**src/hw/rtl/zsf_pkg.sv**
```systemverilog
// Package for the zlib stream framer: codes, queue entry type and header helper.
// No dependencies; every framer module imports it.
package zsf_pkg;

  // Input action codes. Code 3 is unused and is dropped by the front end.
  localparam logic [1:0] ACT_RAW    = 2'd0;
  localparam logic [1:0] ACT_PASS   = 2'd1;
  localparam logic [1:0] ACT_END    = 2'd2;
  localparam logic [1:0] ACT_UNUSED = 2'd3;

  // Configuration register indexes.
  localparam logic [1:0] CFG_LEVEL  = 2'd0;
  localparam logic [1:0] CFG_WINDOW = 2'd1;

  localparam logic [1:0] LEVEL_RESET  = 2'd2;
  localparam logic [2:0] WINDOW_RESET = 3'd7;

  localparam logic [3:0]  CMF_METHOD = 4'd8;
  localparam logic [16:0] ADLER_MOD  = 17'd65521;
  localparam logic [5:0]  HDR_CHECK  = 6'd31;

  // Queue between front and back.
  localparam int Q_DEPTH = 4;
  localparam int Q_AW    = $clog2(Q_DEPTH);

  // What the back end has to emit for one item.
  typedef enum logic [1:0] {
    KIND_HDR_ONLY,
    KIND_PASS,
    KIND_END
  } kind_t;

  typedef struct packed {
    logic        hdr;
    kind_t       kind;
    logic [7:0]  cmf;
    logic [7:0]  flg;
    logic [7:0]  data;
    logic [31:0] chk;
  } entry_t;

  // Flag byte with the check bits that make CMF*256+FLG a multiple of 31.
  // Since 256 = 8 and 64 = 2 modulo 31, the remainder of the unpadded header
  // is 4*window + 2 + 2*level, which stays below 62, so one subtract reduces it.
  function automatic logic [7:0] header_flg(input logic [1:0] level,
                                            input logic [2:0] window);
    logic [5:0] x;
    logic [5:0] rem;
    logic [4:0] pad;
    x   = {1'b0, window, 2'b00} + 6'd2 + {3'b000, level, 1'b0};
    rem = (x >= HDR_CHECK) ? (x - HDR_CHECK) : x;
    pad = (rem == 6'd0) ? 5'd0 : 5'(HDR_CHECK - rem);
    return {level, 1'b0, pad};
  endfunction

endpackage

```
**src/hw/rtl/zsf_front.sv**
```systemverilog
// Front end of the framer: configuration registers, header state, Adler-32 and
// classification of each input item into a queue entry. Uses zsf_pkg.
module zsf_front import zsf_pkg::*; (
  input  logic        clk,
  input  logic        rst_n,
  input  logic        cfg_we,
  input  logic [1:0]  cfg_index,
  input  logic [2:0]  cfg_wdata,
  input  logic        in_valid,
  output logic        in_ready,
  input  logic [1:0]  in_action,
  input  logic [7:0]  in_data_byte,
  input  logic        q_full,
  output logic        q_push,
  output entry_t      q_entry
);

  logic [1:0]  level_r,  level_nxt;
  logic [2:0]  window_r, window_nxt;
  logic        hdr_sent_r, hdr_sent_nxt;
  logic [15:0] s1_r, s1_nxt;
  logic [15:0] s2_r, s2_nxt;
  logic        accept;
  logic [16:0] s1_sum, s1_red;
  logic [16:0] s2_sum, s2_red;

  assign in_ready = !q_full;
  assign accept   = in_valid && in_ready;

  // Configuration writes; unknown indexes are ignored.
  always_comb begin
    level_nxt  = level_r;
    window_nxt = window_r;
    if (cfg_we) begin
      case (cfg_index)
        CFG_LEVEL:  level_nxt  = cfg_wdata[1:0];
        CFG_WINDOW: window_nxt = cfg_wdata;
        default: ;
      endcase
    end
  end

  // Adler-32 step: both sums stay reduced, so one conditional subtract each.
  always_comb begin
    s1_sum = {1'b0, s1_r} + {9'd0, in_data_byte};
    s1_red = (s1_sum >= ADLER_MOD) ? (s1_sum - ADLER_MOD) : s1_sum;
    s2_sum = {1'b0, s2_r} + s1_red;
    s2_red = (s2_sum >= ADLER_MOD) ? (s2_sum - ADLER_MOD) : s2_sum;
  end

  // Stream state update for an accepted item.
  always_comb begin
    hdr_sent_nxt = hdr_sent_r;
    s1_nxt       = s1_r;
    s2_nxt       = s2_r;
    if (accept && (in_action != ACT_UNUSED)) begin
      hdr_sent_nxt = 1'b1;
      case (in_action)
        ACT_RAW: begin
          s1_nxt = s1_red[15:0];
          s2_nxt = s2_red[15:0];
        end
        ACT_END: begin
          hdr_sent_nxt = 1'b0;
          s1_nxt       = 16'd1;
          s2_nxt       = 16'd0;
        end
        default: ;
      endcase
    end
  end

  // Queue entry for the item; raw bytes after the header produce nothing.
  always_comb begin
    q_entry.hdr  = !hdr_sent_r;
    q_entry.cmf  = {1'b0, window_r, CMF_METHOD};
    q_entry.flg  = header_flg(level_r, window_r);
    q_entry.data = in_data_byte;
    q_entry.chk  = {s2_r, s1_r};
    case (in_action)
      ACT_PASS: q_entry.kind = KIND_PASS;
      ACT_END:  q_entry.kind = KIND_END;
      default:  q_entry.kind = KIND_HDR_ONLY;
    endcase
    q_push = accept && ((in_action == ACT_PASS) || (in_action == ACT_END) ||
                        ((in_action == ACT_RAW) && !hdr_sent_r));
  end

  always_ff @(posedge clk) begin
    if (!rst_n) begin
      level_r    <= LEVEL_RESET;
      window_r   <= WINDOW_RESET;
      hdr_sent_r <= 1'b0;
      s1_r       <= 16'd1;
      s2_r       <= 16'd0;
    end else begin
      level_r    <= level_nxt;
      window_r   <= window_nxt;
      hdr_sent_r <= hdr_sent_nxt;
      s1_r       <= s1_nxt;
      s2_r       <= s2_nxt;
    end
  end

endmodule

```
**src/hw/rtl/zsf_queue.sv**
```systemverilog
// Short register queue of entries between the front and back ends.
// Uses entry_t and the depth constants from zsf_pkg.
module zsf_queue import zsf_pkg::*; (
  input  logic   clk,
  input  logic   rst_n,
  input  logic   push,
  input  entry_t push_entry,
  input  logic   pop,
  output entry_t head,
  output logic   full,
  output logic   empty
);

  entry_t          mem_r [Q_DEPTH];
  logic [Q_AW-1:0] wr_ptr_r, wr_ptr_nxt;
  logic [Q_AW-1:0] rd_ptr_r, rd_ptr_nxt;
  logic [Q_AW:0]   count_r,  count_nxt;
  logic            do_push, do_pop;

  assign full    = (count_r == (Q_AW+1)'(Q_DEPTH));
  assign empty   = (count_r == '0);
  assign do_push = push && !full;
  assign do_pop  = pop && !empty;
  assign head    = mem_r[rd_ptr_r];

  // Pointer and fill count bookkeeping.
  always_comb begin
    wr_ptr_nxt = do_push ? wr_ptr_r + 1'b1 : wr_ptr_r;
    rd_ptr_nxt = do_pop  ? rd_ptr_r + 1'b1 : rd_ptr_r;
    count_nxt  = count_r;
    if (do_push && !do_pop) begin
      count_nxt = count_r + 1'b1;
    end else if (do_pop && !do_push) begin
      count_nxt = count_r - 1'b1;
    end
  end

  always_ff @(posedge clk) begin
    if (!rst_n) begin
      wr_ptr_r <= '0;
      rd_ptr_r <= '0;
      count_r  <= '0;
    end else begin
      wr_ptr_r <= wr_ptr_nxt;
      rd_ptr_r <= rd_ptr_nxt;
      count_r  <= count_nxt;
    end
  end

  // Entry storage needs no reset.
  always_ff @(posedge clk) begin
    if (do_push) begin
      mem_r[wr_ptr_r] <= push_entry;
    end
  end

endmodule

```
**src/hw/rtl/zsf_back.sv**
```systemverilog
// Back end of the framer: steps through the result bytes of the queue head.
// Uses entry_t and kind_t from zsf_pkg.
module zsf_back import zsf_pkg::*; (
  input  logic       clk,
  input  logic       rst_n,
  input  entry_t     head,
  input  logic       q_empty,
  output logic       q_pop,
  output logic       out_valid,
  input  logic       out_ready,
  output logic [7:0] out_out_byte,
  output logic       out_last_of_run,
  output logic       out_stream_end
);

  logic [2:0] step_r, step_nxt;
  logic [2:0] n_res;
  logic [2:0] body;
  logic [1:0] j;
  logic       last;
  logic       fire;

  // Number of results and the index within the body after the header.
  always_comb begin
    case (head.kind)
      KIND_PASS: body = 3'd1;
      KIND_END:  body = 3'd4;
      default:   body = 3'd0;
    endcase
    n_res = head.hdr ? body + 3'd2 : body;
    j     = head.hdr ? step_r[1:0] - 2'd2 : step_r[1:0];
    last  = (step_r == n_res - 3'd1);
  end

  // Byte for the current step: header first, then data or checksum big-endian.
  always_comb begin
    if (head.hdr && (step_r == 3'd0)) begin
      out_out_byte = head.cmf;
    end else if (head.hdr && (step_r == 3'd1)) begin
      out_out_byte = head.flg;
    end else if (head.kind == KIND_PASS) begin
      out_out_byte = head.data;
    end else begin
      case (j)
        2'd0:    out_out_byte = head.chk[31:24];
        2'd1:    out_out_byte = head.chk[23:16];
        2'd2:    out_out_byte = head.chk[15:8];
        default: out_out_byte = head.chk[7:0];
      endcase
    end
  end

  assign out_valid       = !q_empty;
  assign out_last_of_run = last;
  assign out_stream_end  = last && (head.kind == KIND_END);
  assign fire            = out_valid && out_ready;
  assign q_pop           = fire && last;

  // Step counter restarts for each entry.
  always_comb begin
    step_nxt = step_r;
    if (fire) begin
      step_nxt = last ? 3'd0 : step_r + 3'd1;
    end
  end

  always_ff @(posedge clk) begin
    if (!rst_n) begin
      step_r <= 3'd0;
    end else begin
      step_r <= step_nxt;
    end
  end

endmodule

```
**src/hw/rtl/zlib_stream_framer_top.sv**
```systemverilog
// Top level of the zlib stream framer: front end, entry queue and back end.
// Depends on zsf_pkg, zsf_front, zsf_queue and zsf_back.
//
//   channel | signals                                        | direction
//   in      | in_valid, in_ready, in_action, in_data_byte    | input items
//   out     | out_valid, out_ready, out_out_byte, ...        | result items
//   cfg     | cfg_we, cfg_index, cfg_wdata                   | register writes
//
// An input item is accepted every cycle while the four-entry queue has room.
// Results leave at one per cycle, set by the back end sequencer, while out_ready is high; an item gives
// up to six results (two header bytes, then one data byte or four trailer bytes).
// The checksum is updated in the front end in the accepting cycle.
// A stalled output only holds back the input once the queue is full.
// Synchronous reset restores the register defaults and an empty queue.
module zlib_stream_framer_top import zsf_pkg::*; (
  input  logic       clk,
  input  logic       rst_n,
  input  logic       cfg_we,
  input  logic [1:0] cfg_index,
  input  logic [2:0] cfg_wdata,
  input  logic       in_valid,
  output logic       in_ready,
  input  logic [1:0] in_action,
  input  logic [7:0] in_data_byte,
  output logic       out_valid,
  input  logic       out_ready,
  output logic [7:0] out_out_byte,
  output logic       out_last_of_run,
  output logic       out_stream_end
);

  entry_t push_entry;
  entry_t head;
  logic   q_push, q_pop, q_full, q_empty;

  zsf_front u_front (
    .clk          (clk),
    .rst_n        (rst_n),
    .cfg_we       (cfg_we),
    .cfg_index    (cfg_index),
    .cfg_wdata    (cfg_wdata),
    .in_valid     (in_valid),
    .in_ready     (in_ready),
    .in_action    (in_action),
    .in_data_byte (in_data_byte),
    .q_full       (q_full),
    .q_push       (q_push),
    .q_entry      (push_entry)
  );

  zsf_queue u_queue (
    .clk        (clk),
    .rst_n      (rst_n),
    .push       (q_push),
    .push_entry (push_entry),
    .pop        (q_pop),
    .head       (head),
    .full       (q_full),
    .empty      (q_empty)
  );

  zsf_back u_back (
    .clk             (clk),
    .rst_n           (rst_n),
    .head            (head),
    .q_empty         (q_empty),
    .q_pop           (q_pop),
    .out_valid       (out_valid),
    .out_ready       (out_ready),
    .out_out_byte    (out_out_byte),
    .out_last_of_run (out_last_of_run),
    .out_stream_end  (out_stream_end)
  );

endmodule

```
**config.mk**
```make
export PLATFORM = sky130hd
export DESIGN_NAME = zlib_stream_framer_top
export DESIGN_NICKNAME = d
export VERILOG_FILES = /design/src/hw/rtl/zsf_pkg.sv /design/src/hw/rtl/zsf_front.sv /design/src/hw/rtl/zsf_queue.sv /design/src/hw/rtl/zsf_back.sv /design/src/hw/rtl/zlib_stream_framer_top.sv
export SDC_FILE = /design/constraint.sdc
export NUM_CORES = 1
export LEC_CHECK = 0
export ABC_AREA = 1
export BUFFER_PORTS_ARGS = -buffer_cell sky130_fd_sc_hd__buf_2
export CAP_MARGIN = 10
export CORE_MARGIN = 10
export CORE_UTILIZATION = 45
export DETAILED_ROUTE_END_ITERATION = 8
export GPL_ROUTABILITY_DRIVEN = 1
export PLACE_DENSITY = 0.7
export SLEW_MARGIN = 5
export SYNTH_ARGS = -nofsm -noshare
export SYNTH_HDL_FRONTEND = slang
export SYNTH_HIERARCHICAL = 1
export SYNTH_SLANG_ARGS = --single-unit
```
**constraint.sdc**
```tcl
create_clock -name clk -period 6.25 [get_ports clk]
set_input_delay 0.625 -clock clk [delete_from_list [all_inputs] [get_ports clk]]
set_output_delay 0.625 -clock clk [all_outputs]
set_load 0.05 [all_outputs]
```
==> results of run 1 <==
-- Yosys cell counts, types with 4 or more instances --
cell type	n	area, um^2
clkbuf_2	7	35.0
inv_1	202	758
nand3b_1	4	30.0
nor2_1	207	777
nand3_1	98	490
nand2_1	299	1120
ha_1	43	538
o21ai_0	135	676
nand4_1	33	206
nand2_2	16	100
dfxtp_1	50	1000
xor2_1	21	184
o21ai_1	14	70.1
o22ai_1	59	369
clkbuf_1	18	67.6
xnor2_1	8	70.1
buf_6	7	78.8
buf_2	16	80.1
nor2_2	7	43.8
a21oi_2	11	96.3
fa_1	4	80.1
nor3_1	6	30.0
a21oi_1	54	270
o21bai_1	4	30.0
nand2_4	5	56.3
inv_2	7	26.3
buf_4	21	158
edfxtp_1	236	7090
-- cell type report --
cell class / count / area [um^2] / area share
well taps: 442 / 553 / 0.0346
flip-flops and latches: 286 / 8090 / 0.506
clock inverters: 8 / 67.6 / 0.00422
repair buffers: 41 / 230 / 0.0144
diodes: 1 / 2.50 / 0.000156
multi-input cells: 1052 / 5470 / 0.342
clock buffers: 42 / 792 / 0.0495
inverters: 211 / 797 / 0.0498
-- logic make-up (layout without fill, tap and decap cells) --
family,after synthesis,in the layout,share of synthesized area
AOI/OAI and AO/OA,281,281,0.105
other,2,7,0.000510
and+or+nand+nor,688,688,0.203
adders and majority gates,47,47,0.0420
muxes,1,1,0.000680
DFF,286,286,0.549
buffers and inverters,281,302,0.0831
xor gates and xnor gates,29,29,0.0172
-- worst paths after layout --
| check | startpoint | end | depth (start not counted) |
|---|---|---|---|
| min | cfg_wdata[2] | u_front/window_r[2]$_SDFFE_PN1P_ | 3 |
| max | u_front/s1_r[0]$_SDFFE_PN1P_ | u_front/s2_r[9]$_SDFFE_PN0P_ | 34 |
| min reg2reg | u_front/hdr_sent_r$_SDFFE_PN0P_ | u_front/hdr_sent_r$_SDFFE_PN0P_ | 2 |
| max reg2reg | u_front/s1_r[0]$_SDFFE_PN1P_ | u_front/s2_r[9]$_SDFFE_PN0P_ | 34 |
-- power by group --
part	internal [mW]	switching [mW]	total [mW]	leakage (nW)
Combinational	0.249	0.668	0.917	3.43
Clock	0.910	0.654	1.56	0.426
Sequential	2.18	0.0596	2.24	2.62
-- sequential cells by signal (all words and copies together) (netlist names), named ones only --
signal,flops
u_back/step_r,3
u_front/hdr_sent_r,1
u_front/level_r,2
u_front/s1_r,16
u_front/s2_r,16
u_front/window_r,3
u_queue/count_r,3
u_queue/mem_r,236
u_queue/rd_ptr_r,2
u_queue/wr_ptr_r,2
-- stage by stage --
stage               hold slack (ns)  power (mW)
finish                        0.301        4.72
global route                  0.304        4.95
CTS                           0.284        4.75
detailed placement            0.479        3.20
global placement              0.468        3.18
floorplan                     0.440        2.95
-- per-layer routing --
| layer | GRT usage | wire, um | share of wire | vias to the layer above |
|---|---|---|---|---|
| met1 | 0.220 | 15100 | 0.42 | 5314 |
| met5 | 0 | 0 | 0 | - |
| met2 | 0.291 | 17600 | 0.50 | 312 |
| met3 | 0.0240 | 2180 | 0.061 | 41 |
| met4 | 0.0427 | 614 | 0.017 | 0 |
| li1 | - | - | - | 5423 |
-- worst max-delay path: cells and delay by family, from the launching register on --
kind                       cells  cell delay (ns)
adders and majority gates      4             1.46
DFF                            1             0.44
AOI/OAI and AO/OA              2             0.24
buffers and inverters          4             0.43
xor gates and xnor gates       1             0.28
and+or+nand+nor               23             2.48
-- repair_timing --
item / 4_1_cts / 5_1_grt
hold buffers: 0 / 0
gates resized for setup: 0 / 1
setup buffers: 0 / 0
setup endpoints to repair: 0 / 4
==> impl_metrics.json, run 1 <==
{
  "worst_pin_slew_ns": 1.08,
  "maxCapViolations": 0,
  "placedCellCount": 2032,
  "area_growth_pct": 8.65,
  "grt_max_degree": 83,
  "end_kind": "register",
  "postRouteAntennaNets": 0,
  "design_area_um2": 16000,
  "num_io_pins": 32,
  "seq_area_frac_synth": 0.549,
  "status": "completed",
  "gp_routability_congestion": 0.942,
  "h-tree-depth": 1,
  "fill_cells": 2946,
  "min_path_type": "in -> reg",
  "drt-total-wl_um": 35500,
  "cp_max_fo": 17,
  "r2r_slack_ns": 0.76,
  "netlist_instances": 1615,
  "layout_common_cells": "299 x nand2_1, 236 x edfxtp_1, 203 x nor2_1",
  "cts_buffers": 27,
  "final_cell_count_no_fill": 2083,
  "antenna_found_initial": 1,
  "fin_crit_ns": 5.49,
  "wl_per_cell_um": 17.0,
  "post-route-worst-setup-slack_ns": 0.758,
  "grt_overflow_total": 0,
  "peakVddDrop_v": 0.000213,
  "ys_types": 44,
  "fp.dieW_um": 201,
  "cp_slowest_cell": "fa_1",
  "hpwl_um": 24300,
  "finalSetupTns_ns": 0,
  "synth-seq-cells": 286,
  "crit_required_ns": 6.62,
  "initial_utilization": 0.454,
  "setup_viol": 0,
  "setup.worst_path.start_class": "register",
  "worst-setup-path-type": "reg -> reg",
  "fin_skew_ns": 0.0137,
  "grt_pass1_vias": 10214,
  "firstDrtPassIters": 6,
  "grt_setup_unrepaired": "false",
  "crit_arrival_ns": 5.87,
  "viasPerCell": 5.32,
  "drive_gt1_frac": 0.0872,
  "root_buffer": "clkbuf_16",
  "grtUsageTotal": 0.169,
  "cts_num_sinks": 286,
  "post-route-util": 0.493,
  "die_h_um": 201,
  "p_leak_nw": 6.48,
  "async_flop_share": 0,
  "rows": 66,
  "fin_crit_sh": 0.879,
  "drc": 0,
  "yosysWarnings": 6,
  "port_buffers": 31,
  "place_worst_setup_slack_ns": 0.302,
  "slew_headroom": 0.276,
  "cts.path.max_buffers": 3,
  "layout_commonest_cell": "nand2_1",
  "synth_edf_count": 236,
  "vias": 11090,
  "grt_first_pass_wirelength_um": 55600,
  "path_clk_slew_ns": 0.06,
  "synthFlopType": "edfxtp_1",
  "drt_iter0_drc": 938,
  "core_area_um2": 32500,
  "slowest_delay_ns": 0.49,
  "hold_viol": 0,
  "final_net_count": 1686,
  "p_per_area_nw_per_um2": 295,
  "design.die.area_um2": 40400,
  "dpl_cell_area_um2": 15100,
  "netlist_area_um2": 14700,
  "clkLatencyLatePin_ns": 0.53,
  "cts_tree": "built",
  "fmax_ghz": 0.182,
  "drv_slew": 0,
  "avgSynthCellArea_um2": 9.12,
  "crit_top_cell": "nand2_1"
}
Note: power is estimated with default switching activity, not from simulation.
==> inputs of run 2 (changes only) <==
- ABC_AREA: 1 -> default
- PLACE_DENSITY: 0.7 -> 0.71
==> run 2 against run 1 <==
Against the previous run: die area shrank 4.9%; cell count down 31%; clock skew is 0.0065 ns higher; clock-buffer cell count decreased by 7; combinational power increased by 20%; critical path type unchanged; largest cell class unchanged.
==> impl_metrics.json, run 2 <==
{
  "drive_gt1_frac": 0.204,
  "drt-total-wl_um": 30300,
  "core_area_um2": 30600,
  "cts_num_sinks": 286,
  "fin_crit_ns": 5.98,
  "cts_hold_buf": 0,
  "cts_buffers": 29,
  "num_io_pins": 32,
  "worst-setup-path-type": "reg -> reg",
  "p_per_area_nw_per_um2": 327,
  "synth_top_area_cell": "edfxtp_1",
  "hold_viol": 0,
  "firstDrtPassIters": 5,
  "initial_utilization": 0.456,
  "synth_adder_area_share": 0.0444,
  "yosysWarnings": 6,
  "h-tree-depth": 1,
  "synth_xor_area_frac": 0.0321,
  "synth_top_family_by_area": "multiplexers",
  "largestRegisters": "u_queue/mem_r: 236 flops, u_front/s1_r: 16 flops, u_front/s2_r: 16 flops",
  "viasPerCell": 5.80,
  "ys_types": 89,
  "seq_area_frac_synth": 0.580,
  "setup.worst_path.start_class": "register",
  "synth_mux_area_frac": 0.120,
  "drt_iter0_drc": 723,
  "fp.dieW_um": 196,
  "maxCapViolations": 0,
  "area_growth_pct": 10.8,
  "root_buffer": "clkbuf_16",
  "grt_overflow_total": 0,
  "clkLatencyLatePin_ns": 0.55,
  "die_h_um": 196,
  "synth_edf_count": 236,
  "synthTopCellsByArea": "edfxtp_1 51%, mux4_2 11%, dfxtp_1 7.2%, ha_1 3.9%, xnor2_1 1.9%",
  "share_comb_of_total_power": 0.219,
  "synthTopCellsByCount": "236 x edfxtp_1, 69 x nand2_1, 67 x mux4_2",
  "grtUsageTotal": 0.155,
  "crit_arrival_ns": 6.42,
  "cts_tree": "built",
  "min_path_type": "in -> reg",
  "fin_skew_ns": 0.0203,
  "synth-compound-area-share": 0.0959,
  "grt_max_degree": 58,
  "antenna_found_initial": 0,
  "power.share.clock": 0.329,
  "grt_pass1_vias": 8402,
  "status": "completed",
  "crit_required_ns": 6.69,
  "fmax_ghz": 0.167,
  "netlist_instances": 983,
  "cp_max_fo": 8,
  "p_sw_mw": 1.49,
  "gp_routability_congestion": 0.874,
  "final_cell_count_no_fill": 1444,
  "synth_top_area_share": 0.509,
  "drc": 0,
  "slew_headroom": 0.307,
  "synthFlopType": "edfxtp_1",
  "p_int_mw": 3.55,
  "design.die.area_um2": 38400,
  "post-route-util": 0.505,
  "placedCellCount": 1388,
  "final_net_count": 1092,
  "grt_setup_unrepaired": "true",
  "pwr-share-seq": 0.452,
  "layout_commonest_cell": "edfxtp_1",
  "layout_common_cells": "236 x edfxtp_1, 69 x nand2_1, 67 x mux4_2",
  "peakVddDrop_v": 0.000233,
  "cts.path.max_buffers": 3,
  "rows": 64,
  "place_worst_setup_slack_ns": -0.185,
  "worst_pin_slew_ns": 1.04,
  "hpwl_um": 20400,
  "post-route-worst-setup-slack_ns": 0.271,
  "port_buffers": 31,
  "regMostFlops": "u_queue/mem_r",
  "synth.most_common_cell": "edfxtp_1",
  "drv_slew": 0,
  "grt_first_pass_wirelength_um": 47900,
  "hold-worst-slack_ns": 0.283,
  "largest_reg_flops": 236,
  "path_clk_slew_ns": 0.07,
  "finalPower_mw": 5.04,
  "avgSynthCellArea_um2": 14.2,
  "synth-seq-cells": 286,
  "antenna_cells": 0,
  "wl_per_cell_um": 21.0,
  "p_leak_nw": 5.41,
  "fin_crit_sh": 0.957,
  "switching_share": 0.295,
  "postRouteAntennaNets": 0,
  "end_kind": "register",
  "yosys.area_share.simple": 0.0914,
  "async_flop_share": 0,
  "setup_viol": 0,
  "netlist_area_um2": 13900,
  "vias": 8369
}
## run 2: worst max-delay path, cell delays in order (launching register included)
cell,delay (ns)
dfxtp_1,0.38
ha_1,0.25
fa_1,0.41
a21o_1,0.21
a221oi_1,0.30
xnor2_1,0.17
and3_1,0.23
nand3_1,0.11
o2bb2a_1,0.34
buf_4,0.17
nor2_1,0.15
xnor2_1,0.20
ha_1,0.30
a21o_1,0.26
a2111o_1,0.45
a221oi_2,0.42
o21ai_2,0.19
nor4_4,0.39
buf_4,0.21
nand2_1,0.08
o32ai_1,0.33
mux2i_1,0.25
nand2_1,0.07
## run 2: cells by family after synthesis
logic type / count (synthesis)
DFF: 286
and+or+nand+nor: 242
AOI/OAI and AO/OA: 187
buffers and inverters: 87
muxes: 83
xor gates and xnor gates: 49
adders and majority gates: 47
other: 2
## run 2: final cells by class
| type | instances | area, um^2 |
|---|---|---|
| Sequential cell | 286 | 8090 |
| Inverter | 29 | 109 |
| Fill cell | 2552 | 15200 |
| Clock inverter | 19 | 151 |
| Timing Repair Buffer | 65 | 423 |
| Tap cell | 396 | 495 |
| Clock buffer | 35 | 768 |
| Multi-Input combinational cell | 614 | 5400 |
## run 2: power groups by stage
| stage | Clock [mW] | Combinational (mW) | Sequential (mW) |
|---|---|---|---|
| final | 1.66 | 1.10 | 2.28 |
| after global routing | 1.77 | 1.20 | 2.29 |
| after CTS | 1.70 | 1.11 | 2.28 |
| after detailed placement | 0 | 1.10 | 2.32 |
| after global placement | 0 | 1.09 | 2.31 |
| after floorplan | 0 | 0.842 | 2.27 |
## run 2: metrics by stage
step	TNS, ns	instance area, um^2
final	0	15400
after global placement	-0.0812	14500
after CTS	0	15400
after global routing	-0.0758	15400
after floorplan	0	13900
after detailed placement	-1.51	14500
## run 2: worst paths after layout
kind                                         start                               end  slack (ns)  depth (start not counted)
hold / removal                        cfg_wdata[2]  u_front/window_r[2]$_SDFFE_PN1P_        0.28                          3
setup / recovery      u_front/s1_r[0]$_SDFFE_PN1P_     u_front/s2_r[14]$_SDFFE_PN0P_        0.27                         22
setup reg to reg      u_front/s1_r[0]$_SDFFE_PN1P_     u_front/s2_r[14]$_SDFFE_PN0P_        0.27                         22
hold reg to reg   u_queue/wr_ptr_r[1]$_SDFFE_PN0P_  u_queue/wr_ptr_r[1]$_SDFFE_PN0P_        0.51                          2
## run 2: timing repair
| item | in CTS | in global routing |
|---|---|---|
| gates resized for setup | 0 | 4 |
| buffers inserted | 0 | 2 |
| setup endpoints to repair | 0 | 15 |
## run 2: routing by layer
layer	up-vias	global-route usage	wire, um
li1	3879	-	-
met1	4207	0.207	13500
met2	238	0.256	14300
met3	45	0.0280	1770
met4	0	0.0396	697
met5	-	0	0
